===== src/design/cae_pkg.sv =====
// Shared types, codes and the LPS range table of the CABAC arithmetic encoder.
package cae_pkg;

    typedef enum logic [1:0] {
        OP_REGULAR = 2'd0,
        OP_BYPASS  = 2'd1,
        OP_TERM    = 2'd2,
        OP_FLUSH   = 2'd3
    } t_op;

    typedef enum logic [2:0] {
        ST_IDLE,
        ST_WRITE,
        ST_HELD,
        ST_FILL,
        ST_FIN,
        ST_PAD,
        ST_TAIL
    } t_state;

    typedef struct packed {
        t_op        op;
        logic [7:0] value;
        logic [3:0] count;
        logic [5:0] ctx_state;
        logic       ctx_mps;
        logic       bin;
    } t_item;

    localparam logic [8:0] C_RANGE_INIT = 9'd510;
    localparam logic [4:0] C_BITS_INIT  = 5'd23;
    localparam logic [7:0] C_HELD_INIT  = 8'hff;
    localparam logic [4:0] C_BITS_MIN   = 5'd12;

    localparam logic [0:3][7:0] C_LPS [64] = '{
        '{128,176,208,240}, '{128,167,197,227}, '{128,158,187,216}, '{123,150,178,205},
        '{116,142,169,195}, '{111,135,160,185}, '{105,128,152,175}, '{100,122,144,166},
        '{95,116,137,158},  '{90,110,130,150},  '{85,104,123,142},  '{81,99,117,135},
        '{77,94,111,128},   '{73,89,105,122},   '{69,85,100,116},   '{66,80,95,110},
        '{62,76,90,104},    '{59,72,86,99},     '{56,69,81,94},     '{53,65,77,89},
        '{51,62,73,85},     '{48,59,69,80},     '{46,56,66,76},     '{43,53,63,72},
        '{41,50,59,69},     '{39,48,56,65},     '{37,45,54,62},     '{35,43,51,59},
        '{33,41,48,56},     '{32,39,46,53},     '{30,37,43,50},     '{29,35,41,48},
        '{27,33,39,45},     '{26,31,37,43},     '{24,30,35,41},     '{23,28,33,39},
        '{22,27,32,37},     '{21,26,30,35},     '{20,24,29,33},     '{19,23,27,31},
        '{18,22,26,30},     '{17,21,25,28},     '{16,20,23,27},     '{15,19,22,25},
        '{14,18,21,24},     '{14,17,20,23},     '{13,16,19,22},     '{12,15,18,21},
        '{12,14,17,20},     '{11,14,16,19},     '{11,13,15,18},     '{10,12,15,17},
        '{10,12,14,16},     '{9,11,13,15},      '{9,11,12,14},      '{8,10,12,14},
        '{8,9,11,13},       '{7,9,11,12},       '{7,9,10,12},       '{7,8,10,11},
        '{6,8,9,11},        '{6,7,9,10},        '{6,7,8,9},         '{2,2,2,2}
    };

endpackage


===== src/design/cae_front.sv =====
// Input side: accepts operations, normalizes bypass fields and queues them for the engine.
module cae_front import cae_pkg::*; #(
    parameter int DEPTH = 4
) (
    input  logic       i_clk,
    input  logic       i_rst_n,
    input  logic       i_valid,
    output logic       o_ready,
    input  logic [1:0] i_opcode,
    input  logic [7:0] i_bin_value,
    input  logic [3:0] i_bin_count,
    input  logic [5:0] i_ctx_state,
    input  logic       i_ctx_mps,
    output logic       o_item_valid,
    output t_item      o_item,
    input  logic       i_item_pop
);
    localparam int AW = (DEPTH > 1) ? $clog2(DEPTH) : 1;
    localparam int CW = $clog2(DEPTH + 1);

    t_item          r_mem [DEPTH];
    logic [AW-1:0]  r_wr;
    logic [AW-1:0]  r_rd;
    logic [CW-1:0]  r_cnt;
    t_item          item_in;
    logic [3:0]     cnt_sat;
    logic [7:0]     mask;
    logic           push;
    logic           pop;

    always_comb begin
        cnt_sat = (i_bin_count > 4'd8) ? 4'd8 : i_bin_count;
        for (int k = 0; k < 8; k++) begin
            mask[k] = (4'(k) < cnt_sat);
        end
        item_in.op        = t_op'(i_opcode);
        item_in.value     = i_bin_value & mask;
        item_in.count     = cnt_sat;
        item_in.ctx_state = i_ctx_state;
        item_in.ctx_mps   = i_ctx_mps;
        item_in.bin       = i_bin_value[0];
    end

    assign o_ready      = (r_cnt < CW'(DEPTH));
    assign push         = i_valid && o_ready;
    assign o_item_valid = (r_cnt != '0);
    assign pop          = i_item_pop && o_item_valid;
    assign o_item       = r_mem[r_rd];

    always_ff @(posedge i_clk) begin
        if (push) begin
            r_mem[r_wr] <= item_in;
        end
    end

    always_ff @(posedge i_clk) begin
        if (!i_rst_n) begin
            r_wr  <= '0;
            r_rd  <= '0;
            r_cnt <= '0;
        end else begin
            if (push) begin
                r_wr <= (r_wr == AW'(DEPTH - 1)) ? '0 : r_wr + 1'b1;
            end
            if (pop) begin
                r_rd <= (r_rd == AW'(DEPTH - 1)) ? '0 : r_rd + 1'b1;
            end
            if (push && !pop) begin
                r_cnt <= r_cnt + 1'b1;
            end else if (pop && !push) begin
                r_cnt <= r_cnt - 1'b1;
            end
        end
    end
endmodule


===== src/design/cae_back.sv =====
// Engine: interval arithmetic, byte output with carry resolution, flush sequencing.
module cae_back import cae_pkg::*; #(
    parameter int PENDING_MAX = 16
) (
    input  logic       i_clk,
    input  logic       i_rst_n,
    input  logic       i_item_valid,
    input  t_item      i_item,
    output logic       o_item_pop,
    output logic       o_valid,
    input  logic       i_ready,
    output logic [7:0] o_out_byte,
    output logic       o_last,
    output logic       o_overflow
);
    t_state      r_state, n_state;
    logic [31:0] r_low, n_low;
    logic [8:0]  r_range, n_range;
    logic [4:0]  r_bits, n_bits;
    logic [7:0]  r_held, n_held;
    logic [4:0]  r_pend, n_pend;
    logic        r_ovf, n_ovf;
    logic        r_flush, n_flush;
    logic        r_fin, n_fin;
    logic [7:0]  r_hbyte, n_hbyte;
    logic [7:0]  r_fill, n_fill;
    logic [15:0] r_acc, n_acc;
    logic [1:0]  r_nbytes, n_nbytes;
    logic        r_ovalid, n_ovalid;
    logic [7:0]  r_obyte, n_obyte;
    logic        r_olast, n_olast;
    logic        r_oovf, n_oovf;

    logic        emit_ok;
    logic        emit;
    logic [7:0]  emit_byte;
    logic        emit_last;
    logic        take;

    logic [0:3][7:0] lps_row;
    logic [7:0]  lps;
    logic [8:0]  rmps;
    logic [8:0]  rterm;
    logic [2:0]  shf;
    logic [31:0] lead;
    logic [4:0]  bits_up;
    logic        carry;
    logic        wr_needed;
    logic        wr_emit;
    logic [4:0]  fin_sh;
    logic        fin_carry;
    logic [3:0]  nb;
    logic [11:0] pad_bits;
    logic [3:0]  nb1;
    logic [2:0]  pad;
    logic [15:0] acc1;
    logic [4:0]  nb_tot;
    logic [31:0] tlow;

    assign emit_ok    = !r_ovalid || i_ready;
    assign take       = (r_state == ST_IDLE) && i_item_valid;
    assign o_item_pop = take;

    always_comb begin
        lps_row = C_LPS[i_item.ctx_state];
        lps     = lps_row[r_range[7:6]];
        rmps    = r_range - {1'b0, lps};
        rterm   = r_range - 9'd2;
        priority if (lps[7]) shf = 3'd1;
        else if (lps[6])     shf = 3'd2;
        else if (lps[5])     shf = 3'd3;
        else if (lps[4])     shf = 3'd4;
        else if (lps[3])     shf = 3'd5;
        else if (lps[2])     shf = 3'd6;
        else                 shf = 3'd7;
        lead      = r_low >> (5'd24 - r_bits);
        bits_up   = r_bits + 5'd8;
        carry     = lead[8];
        wr_needed = (r_bits < C_BITS_MIN);
        wr_emit   = wr_needed && (lead != 32'hff) && (r_pend != '0);
        fin_sh    = 5'(6'd32 - {1'b0, r_bits});
        fin_carry = ((r_low >> fin_sh) != '0);
        nb        = 4'(5'd24 - r_bits);
        pad_bits  = 12'((r_low >> 8) & ((32'd1 << nb) - 32'd1));
        nb1       = nb + 4'd1;
        pad       = 3'(4'd0 - nb1);
        acc1      = {3'b0, pad_bits, 1'b1} << pad;
        nb_tot    = {1'b0, nb1} + {2'b0, pad};
        tlow      = r_low + 32'(rterm);
    end

    // next state
    always_comb begin
        n_state = r_state;
        unique case (r_state)
            ST_IDLE:  if (i_item_valid) n_state = ST_WRITE;
            ST_WRITE: begin
                if (wr_emit)      n_state = ST_HELD;
                else if (r_flush) n_state = ST_FIN;
                else              n_state = ST_IDLE;
            end
            ST_HELD:  if (emit_ok) n_state = ST_FILL;
            ST_FILL: begin
                if (r_pend <= 5'd1) begin
                    if (!r_flush)   n_state = ST_IDLE;
                    else if (!r_fin) n_state = ST_FIN;
                    else            n_state = ST_PAD;
                end
            end
            ST_FIN: begin
                if (fin_carry || r_pend != '0) n_state = ST_HELD;
                else                           n_state = ST_FILL;
            end
            ST_PAD:   n_state = ST_TAIL;
            ST_TAIL:  if (emit_ok && r_nbytes == 2'd1) n_state = ST_IDLE;
            default:  n_state = ST_IDLE;
        endcase
    end

    // datapath and output
    always_comb begin
        n_low     = r_low;
        n_range   = r_range;
        n_bits    = r_bits;
        n_held    = r_held;
        n_pend    = r_pend;
        n_ovf     = r_ovf;
        n_flush   = r_flush;
        n_fin     = r_fin;
        n_hbyte   = r_hbyte;
        n_fill    = r_fill;
        n_acc     = r_acc;
        n_nbytes  = r_nbytes;
        emit      = 1'b0;
        emit_byte = r_hbyte;
        emit_last = 1'b0;
        unique case (r_state)
            ST_IDLE: begin
                if (i_item_valid) begin
                    n_flush = (i_item.op == OP_FLUSH);
                    n_fin   = 1'b0;
                    unique case (i_item.op)
                        OP_REGULAR: begin
                            if (i_item.bin != i_item.ctx_mps) begin
                                n_low   = (r_low + 32'(rmps)) << shf;
                                n_range = {1'b0, lps} << shf;
                                n_bits  = r_bits - 5'(shf);
                            end else if (!rmps[8]) begin
                                n_low   = r_low << 1;
                                n_range = rmps << 1;
                                n_bits  = r_bits - 5'd1;
                            end else begin
                                n_range = rmps;
                            end
                        end
                        OP_BYPASS: begin
                            n_low  = (r_low << i_item.count)
                                   + (32'(r_range) * 32'(i_item.value));
                            n_bits = r_bits - 5'(i_item.count);
                        end
                        OP_TERM, OP_FLUSH: begin
                            if (i_item.bin || i_item.op == OP_FLUSH) begin
                                n_low   = tlow << 7;
                                n_range = 9'd256;
                                n_bits  = r_bits - 5'd7;
                            end else if (!rterm[8]) begin
                                n_low   = r_low << 1;
                                n_range = rterm << 1;
                                n_bits  = r_bits - 5'd1;
                            end else begin
                                n_range = rterm;
                            end
                        end
                        default: ;
                    endcase
                end
            end
            ST_WRITE: begin
                if (wr_needed) begin
                    n_bits = bits_up;
                    n_low  = r_low & (32'hffffffff >> bits_up);
                    if (lead == 32'hff) begin
                        if (r_pend >= 5'(PENDING_MAX)) n_ovf = 1'b1;
                        else                           n_pend = r_pend + 5'd1;
                    end else if (r_pend != '0) begin
                        n_hbyte = r_held + {7'd0, carry};
                        n_held  = lead[7:0];
                        n_fill  = carry ? 8'h00 : 8'hff;
                    end else begin
                        n_pend = 5'd1;
                        n_held = lead[7:0];
                    end
                end
            end
            ST_HELD: begin
                emit      = emit_ok;
                emit_byte = r_hbyte;
            end
            ST_FILL: begin
                if (r_pend > 5'd1) begin
                    emit      = emit_ok;
                    emit_byte = r_fill;
                    if (emit_ok) n_pend = r_pend - 5'd1;
                end
            end
            ST_FIN: begin
                n_fin = 1'b1;
                if (fin_carry) begin
                    n_hbyte = r_held + 8'd1;
                    n_fill  = 8'h00;
                    n_low   = r_low - (32'd1 << fin_sh);
                end else begin
                    n_hbyte = r_held;
                    n_fill  = 8'hff;
                end
            end
            ST_PAD: begin
                n_acc    = acc1;
                n_nbytes = nb_tot[4:3];
            end
            ST_TAIL: begin
                emit      = emit_ok;
                emit_byte = (r_nbytes == 2'd2) ? r_acc[15:8] : r_acc[7:0];
                emit_last = (r_nbytes == 2'd1);
                if (emit_ok) begin
                    n_nbytes = r_nbytes - 2'd1;
                    if (r_nbytes == 2'd1) begin
                        n_low   = '0;
                        n_range = C_RANGE_INIT;
                        n_bits  = C_BITS_INIT;
                        n_held  = C_HELD_INIT;
                        n_pend  = '0;
                        n_flush = 1'b0;
                        n_fin   = 1'b0;
                    end
                end
            end
            default: ;
        endcase

        n_ovalid = r_ovalid && !i_ready;
        n_obyte  = r_obyte;
        n_olast  = r_olast;
        n_oovf   = r_oovf;
        if (emit) begin
            n_ovalid = 1'b1;
            n_obyte  = emit_byte;
            n_olast  = emit_last;
            n_oovf   = r_ovf;
        end
    end

    always_ff @(posedge i_clk) begin
        if (!i_rst_n) begin
            r_state  <= ST_IDLE;
            r_low    <= '0;
            r_range  <= C_RANGE_INIT;
            r_bits   <= C_BITS_INIT;
            r_held   <= C_HELD_INIT;
            r_pend   <= '0;
            r_ovf    <= 1'b0;
            r_flush  <= 1'b0;
            r_fin    <= 1'b0;
            r_nbytes <= '0;
            r_ovalid <= 1'b0;
        end else begin
            r_state  <= n_state;
            r_low    <= n_low;
            r_range  <= n_range;
            r_bits   <= n_bits;
            r_held   <= n_held;
            r_pend   <= n_pend;
            r_ovf    <= n_ovf;
            r_flush  <= n_flush;
            r_fin    <= n_fin;
            r_nbytes <= n_nbytes;
            r_ovalid <= n_ovalid;
        end
    end

    always_ff @(posedge i_clk) begin
        r_hbyte <= n_hbyte;
        r_fill  <= n_fill;
        r_acc   <= n_acc;
        r_obyte <= n_obyte;
        r_olast <= n_olast;
        r_oovf  <= n_oovf;
    end

    assign o_valid    = r_ovalid;
    assign o_out_byte = r_obyte;
    assign o_last     = r_olast;
    assign o_overflow = r_oovf;
endmodule


===== src/design/cabac_arithmetic_encoder_unit.sv =====
// CABAC binary arithmetic encoder: top level joining the input queue and the engine.
// Operations (regular bin, 1..8 bypass bins, terminate bin, flush) enter a small queue and
// are taken by the engine one at a time. A regular, bypass or terminate operation occupies
// the engine for an interval update, then a byte check. When the byte check releases
// the held byte and its run of pending bytes (up to PENDING_MAX bytes), the engine
// emits them from its held and fill states before it takes the next operation.
// A flush adds a final carry step, padding and tail bytes; its final byte carries last.
// Output bytes leave through a single output register, one per cycle while taken;
// while the output register stays blocked, an engine state with a byte to emit waits.
// The overflow flag is sticky until reset.
module cabac_arithmetic_encoder_unit import cae_pkg::*; #(
    parameter int PENDING_MAX = 16,
    parameter int QUEUE_DEPTH = 4
) (
    input  logic       i_clk,
    input  logic       i_rst_n,
    input  logic       i_valid,
    output logic       o_ready,
    input  logic [1:0] i_opcode,
    input  logic [7:0] i_bin_value,
    input  logic [3:0] i_bin_count,
    input  logic [5:0] i_ctx_state,
    input  logic       i_ctx_mps,
    output logic       o_valid,
    input  logic       i_ready,
    output logic [7:0] o_out_byte,
    output logic       o_last,
    output logic       o_overflow
);
    logic  item_valid;
    logic  item_pop;
    t_item item;

    cae_front #(.DEPTH(QUEUE_DEPTH)) u_front (
        .i_clk        (i_clk),
        .i_rst_n      (i_rst_n),
        .i_valid      (i_valid),
        .o_ready      (o_ready),
        .i_opcode     (i_opcode),
        .i_bin_value  (i_bin_value),
        .i_bin_count  (i_bin_count),
        .i_ctx_state  (i_ctx_state),
        .i_ctx_mps    (i_ctx_mps),
        .o_item_valid (item_valid),
        .o_item       (item),
        .i_item_pop   (item_pop)
    );

    cae_back #(.PENDING_MAX(PENDING_MAX)) u_back (
        .i_clk        (i_clk),
        .i_rst_n      (i_rst_n),
        .i_item_valid (item_valid),
        .i_item       (item),
        .o_item_pop   (item_pop),
        .o_valid      (o_valid),
        .i_ready      (i_ready),
        .o_out_byte   (o_out_byte),
        .o_last       (o_last),
        .o_overflow   (o_overflow)
    );
endmodule


===== config.mk =====
export PLATFORM = sky130hd
export DESIGN_NAME = cabac_arithmetic_encoder_unit
export DESIGN_NICKNAME = d
export VERILOG_FILES = /design/src/design/cae_pkg.sv /design/src/design/cae_front.sv /design/src/design/cae_back.sv /design/src/design/cabac_arithmetic_encoder_unit.sv
export SDC_FILE = /design/constraint.sdc
export NUM_CORES = 1
export LEC_CHECK = 0
export BUFFER_PORTS_ARGS = -buffer_cell sky130_fd_sc_hd__buf_2
export CORE_UTILIZATION = 60
export CTS_CLUSTER_SIZE = 40
export DETAILED_ROUTE_END_ITERATION = 10
export GPL_ROUTABILITY_DRIVEN = 1
export PLACE_DENSITY = 0.77
export RECOVER_POWER = 25
export SLEW_MARGIN = 20
export SYNTH_ARGS = -nofsm -noshare
export SYNTH_HDL_FRONTEND = slang
export SYNTH_HIERARCHICAL = 1
export SYNTH_SLANG_ARGS = --single-unit

===== constraint.sdc =====
create_clock -name i_clk -period 24 [get_ports i_clk]
set_input_delay 3.6 -clock i_clk [delete_from_list [all_inputs] [get_ports i_clk]]
set_output_delay 3.6 -clock i_clk [all_outputs]
set_load 0.05 [all_outputs]

==> impl_metrics.env <==
export IMPL_grt_first_pass_wirelength_mm=144
export IMPL_htree_levels=4
export IMPL_insertion_delay_ps=480
export IMPL_endpoint_kind="flip-flop"
export IMPL_die_h_um=211
export IMPL_path_depth=25
export IMPL_antenna_found_initial=0
export IMPL_hold_depth=0
export IMPL_design_core_area_um2=43100
export IMPL_ys_seq_elements=200
export IMPL_async_reset_ff_share_pct=0
export IMPL_cts_hold_buf=0
export IMPL_synth_most_common_cell="nand2_1"
export IMPL_worstPathArrival_ps=9740
export IMPL_critPathSlowestCell="mux4_2"
export IMPL_synth_cell_types=105
export IMPL_drive_gt1_share_pct=10.5
export IMPL_setup_viol=0
export IMPL_postCtsSetupRepairBufs=0
export IMPL_synth_area_leaders="edfxtp_1 (14%), ha_1 (7.3%), mux4_2 (7.1%)"
export IMPL_wl_mm=93.7
export IMPL_syn_inst=3135
export IMPL_crit_fanout=24
export IMPL_nets=3250
export IMPL_overflow=0
export IMPL_hpwl_mm=68.9
export IMPL_cts_tree="built"
export IMPL_hold_viol=0
export IMPL_ctsResizeCount=0
export IMPL_crit_required_ps=24390
export IMPL_yosysTopAreaCell="edfxtp_1"
export IMPL_cap_viol_max_count=0
export IMPL_clockBufferDepth=2
export IMPL_io_pins=37
export IMPL_grt_max_degree=93
export IMPL_drt_iter0_markers=3593
export IMPL_rsz0062_at_grt="no"
export IMPL_synth_fp_nets=3377
export IMPL_synthFlopType="edfxtp_1"
export IMPL_initial_core_util_pct=60.8
export IMPL_dr_pass1_iters=7
export IMPL_hold_ws_ps=438
export IMPL_slew_headroom_pct=25.7
export IMPL_gp_congestion=1.08
export IMPL_yosys_warnings=6
export IMPL_critPathKind="reg -> reg"
export IMPL_die_x_um=211
export IMPL_worstRegToRegCells=25
export IMPL_cp_top_family="compound AO/OA/AOI/OAI gates"
export IMPL_drc=0
export IMPL_skew_ps=33.6
export IMPL_period_needed_ps=9350
export IMPL_track_usage_pct=42.0
export IMPL_crit_top_cell="ha_1"
export IMPL_cts_buffers_inserted=17
export IMPL_crit_buf_inv=3
export IMPL_fmax_mhz=107
export IMPL_synth_avg_cell_area_um2=8.35
export IMPL_fin_crit_sh_pct=39.0
export IMPL_slew_violations=0
export IMPL_wl_per_cell_um=26.0
export IMPL_synth_top_area_share_pct=14.1
export IMPL_worst_pin_slew_ps=1110
export IMPL_clockRootBuffer="clkbuf_16"
export IMPL_final_setup_tns_ps=0
export IMPL_hp_class="reg -> reg"
export IMPL_vias_per_cell=7.16
export IMPL_status="finished clean"
export IMPL_rows=76
export IMPL_synth_commonest_cells="nand2_1 (308), nor2_1 (230), o21ai_0 (204)"
export IMPL_num_vias=25800
export IMPL_portBuffers=36
export IMPL_ys_seq_area_share_pct=20.0
export IMPL_detail_route_antenna_nets=0
export IMPL_first_global_vias=24300
export IMPL_start_kind="flip-flop"
export IMPL_die_area_um2=44500
export IMPL_max_stage_delay_ps=830
export IMPL_synth_edf_count=123
export IMPL_syn_area_um2=26200
export IMPL_clk_pin_slew_ps=100
export IMPL_antenna_cells=0
export IMPL_areaGrowthSynthToFinish_pct=3.29
export IMPL_cts_sinks=200
cell families (layout without fill, tap and decap cells):
group	Yosys count	in the layout	share of synthesized area [%]
muxes	250	250	14.5
and+or+nand+nor	973	973	17.8
buffers and inverters	458	344	7.36
AOI/OAI and AO/OA	899	899	23.5
xor gates and xnor gates	138	138	4.62
adders and majority gates	217	217	12.2
DFF	200	200	20.0
sequential cells by signal (all words and copies together), names as in the netlist, 2 cells and up, named ones only:
signal / count
u_front/r_mem: 88
u_back/r_low: 32
u_back/r_acc: 16
u_back/r_range: 9
u_back/o_out_byte: 8
u_back/r_hbyte: 8
u_back/r_held: 8
u_back/r_bits: 5
u_back/r_pend: 5
u_back/r_state: 3
u_front/r_cnt: 3
u_back/r_nbytes: 2
u_front/r_rd: 2
u_front/r_wr: 2
per-stage QoR:
step	area, um^2	worst slack [ps]	std cells	utilization, %
after floorplan	26200	16260	3135	-
after global placement	26500	14950	3573	61.5
after detailed placement	26500	14800	3573	61.5
after CTS	27000	14790	3605	62.8
after global routing	27000	13960	3606	62.8
final	27000	14650	3606	62.8
cell usage in the layout (no fill, tap or decap), types with 33 or more instances in the layout:
master | synthesis | layout
a211oi_1 | 40 | 40
a21o_1 | 41 | 41
a21oi_1 | 189 | 189
a31oi_1 | 56 | 56
and2_1 | 72 | 70
buf_4 | 11 | 67
dfxtp_1 | 77 | 76
edfxtp_1 | 123 | 123
fa_1 | 64 | 64
ha_1 | 153 | 151
inv_1 | 194 | 194
mux2_2 | 42 | 42
mux2i_1 | 113 | 113
mux4_2 | 82 | 83
nand2_1 | 308 | 308
nand2b_1 | 41 | 40
nand3_1 | 91 | 91
nor2_1 | 230 | 230
nor2b_1 | 51 | 50
nor3_1 | 52 | 51
o211ai_1 | 33 | 33
o21ai_0 | 204 | 204
xnor2_1 | 85 | 85
xor2_1 | 53 | 53
area by class of cell:
class | instances | area, um^2
clock inverters | 15 | 135
inverters | 207 | 777
well taps | 585 | 732
fillers | 3773 | 16000
repair buffers | 105 | 684
flip-flops and latches | 200 | 5240
clock buffers | 17 | 425
multi-input cells | 2477 | 19000
path summary, 6_finish.rpt:
check | end | slack [ps] | startpoint
hold / removal | u_back/o_overflow$_DFFE_PP_ | 440 | u_back/r_ovf$_SDFFE_PN0P_
hold reg to reg | u_back/o_overflow$_DFFE_PP_ | 440 | u_back/r_ovf$_SDFFE_PN0P_
setup / recovery | u_back/r_low[29]$_SDFFE_PN0P_ | 14650 | flip-flop
setup reg to reg | u_back/r_low[29]$_SDFFE_PN0P_ | 14650 | flip-flop
routing by layer:
layer	GRT usage (%)	up-vias	wire length [um]
li1	-	11300	-
met1	57.8	12400	37600
met2	62.9	1779	40000
met3	9.02	322	11100
met4	19.9	0	5010
met5	0	-	0
worst reg2reg max path: cells and delay by family, from the launching register on:
kind / cells / cell delay (ps)
compound gates: 13 / 4060
fa+ha+maj: 3 / 1580
mux: 3 / 1490
buf+inv: 3 / 1160
simple gates: 3 / 690
flops: 1 / 310
Power is left out: the tool's default activity adds up to more than one toggle a clock period on the data nets, which glitch-free logic cannot reach.
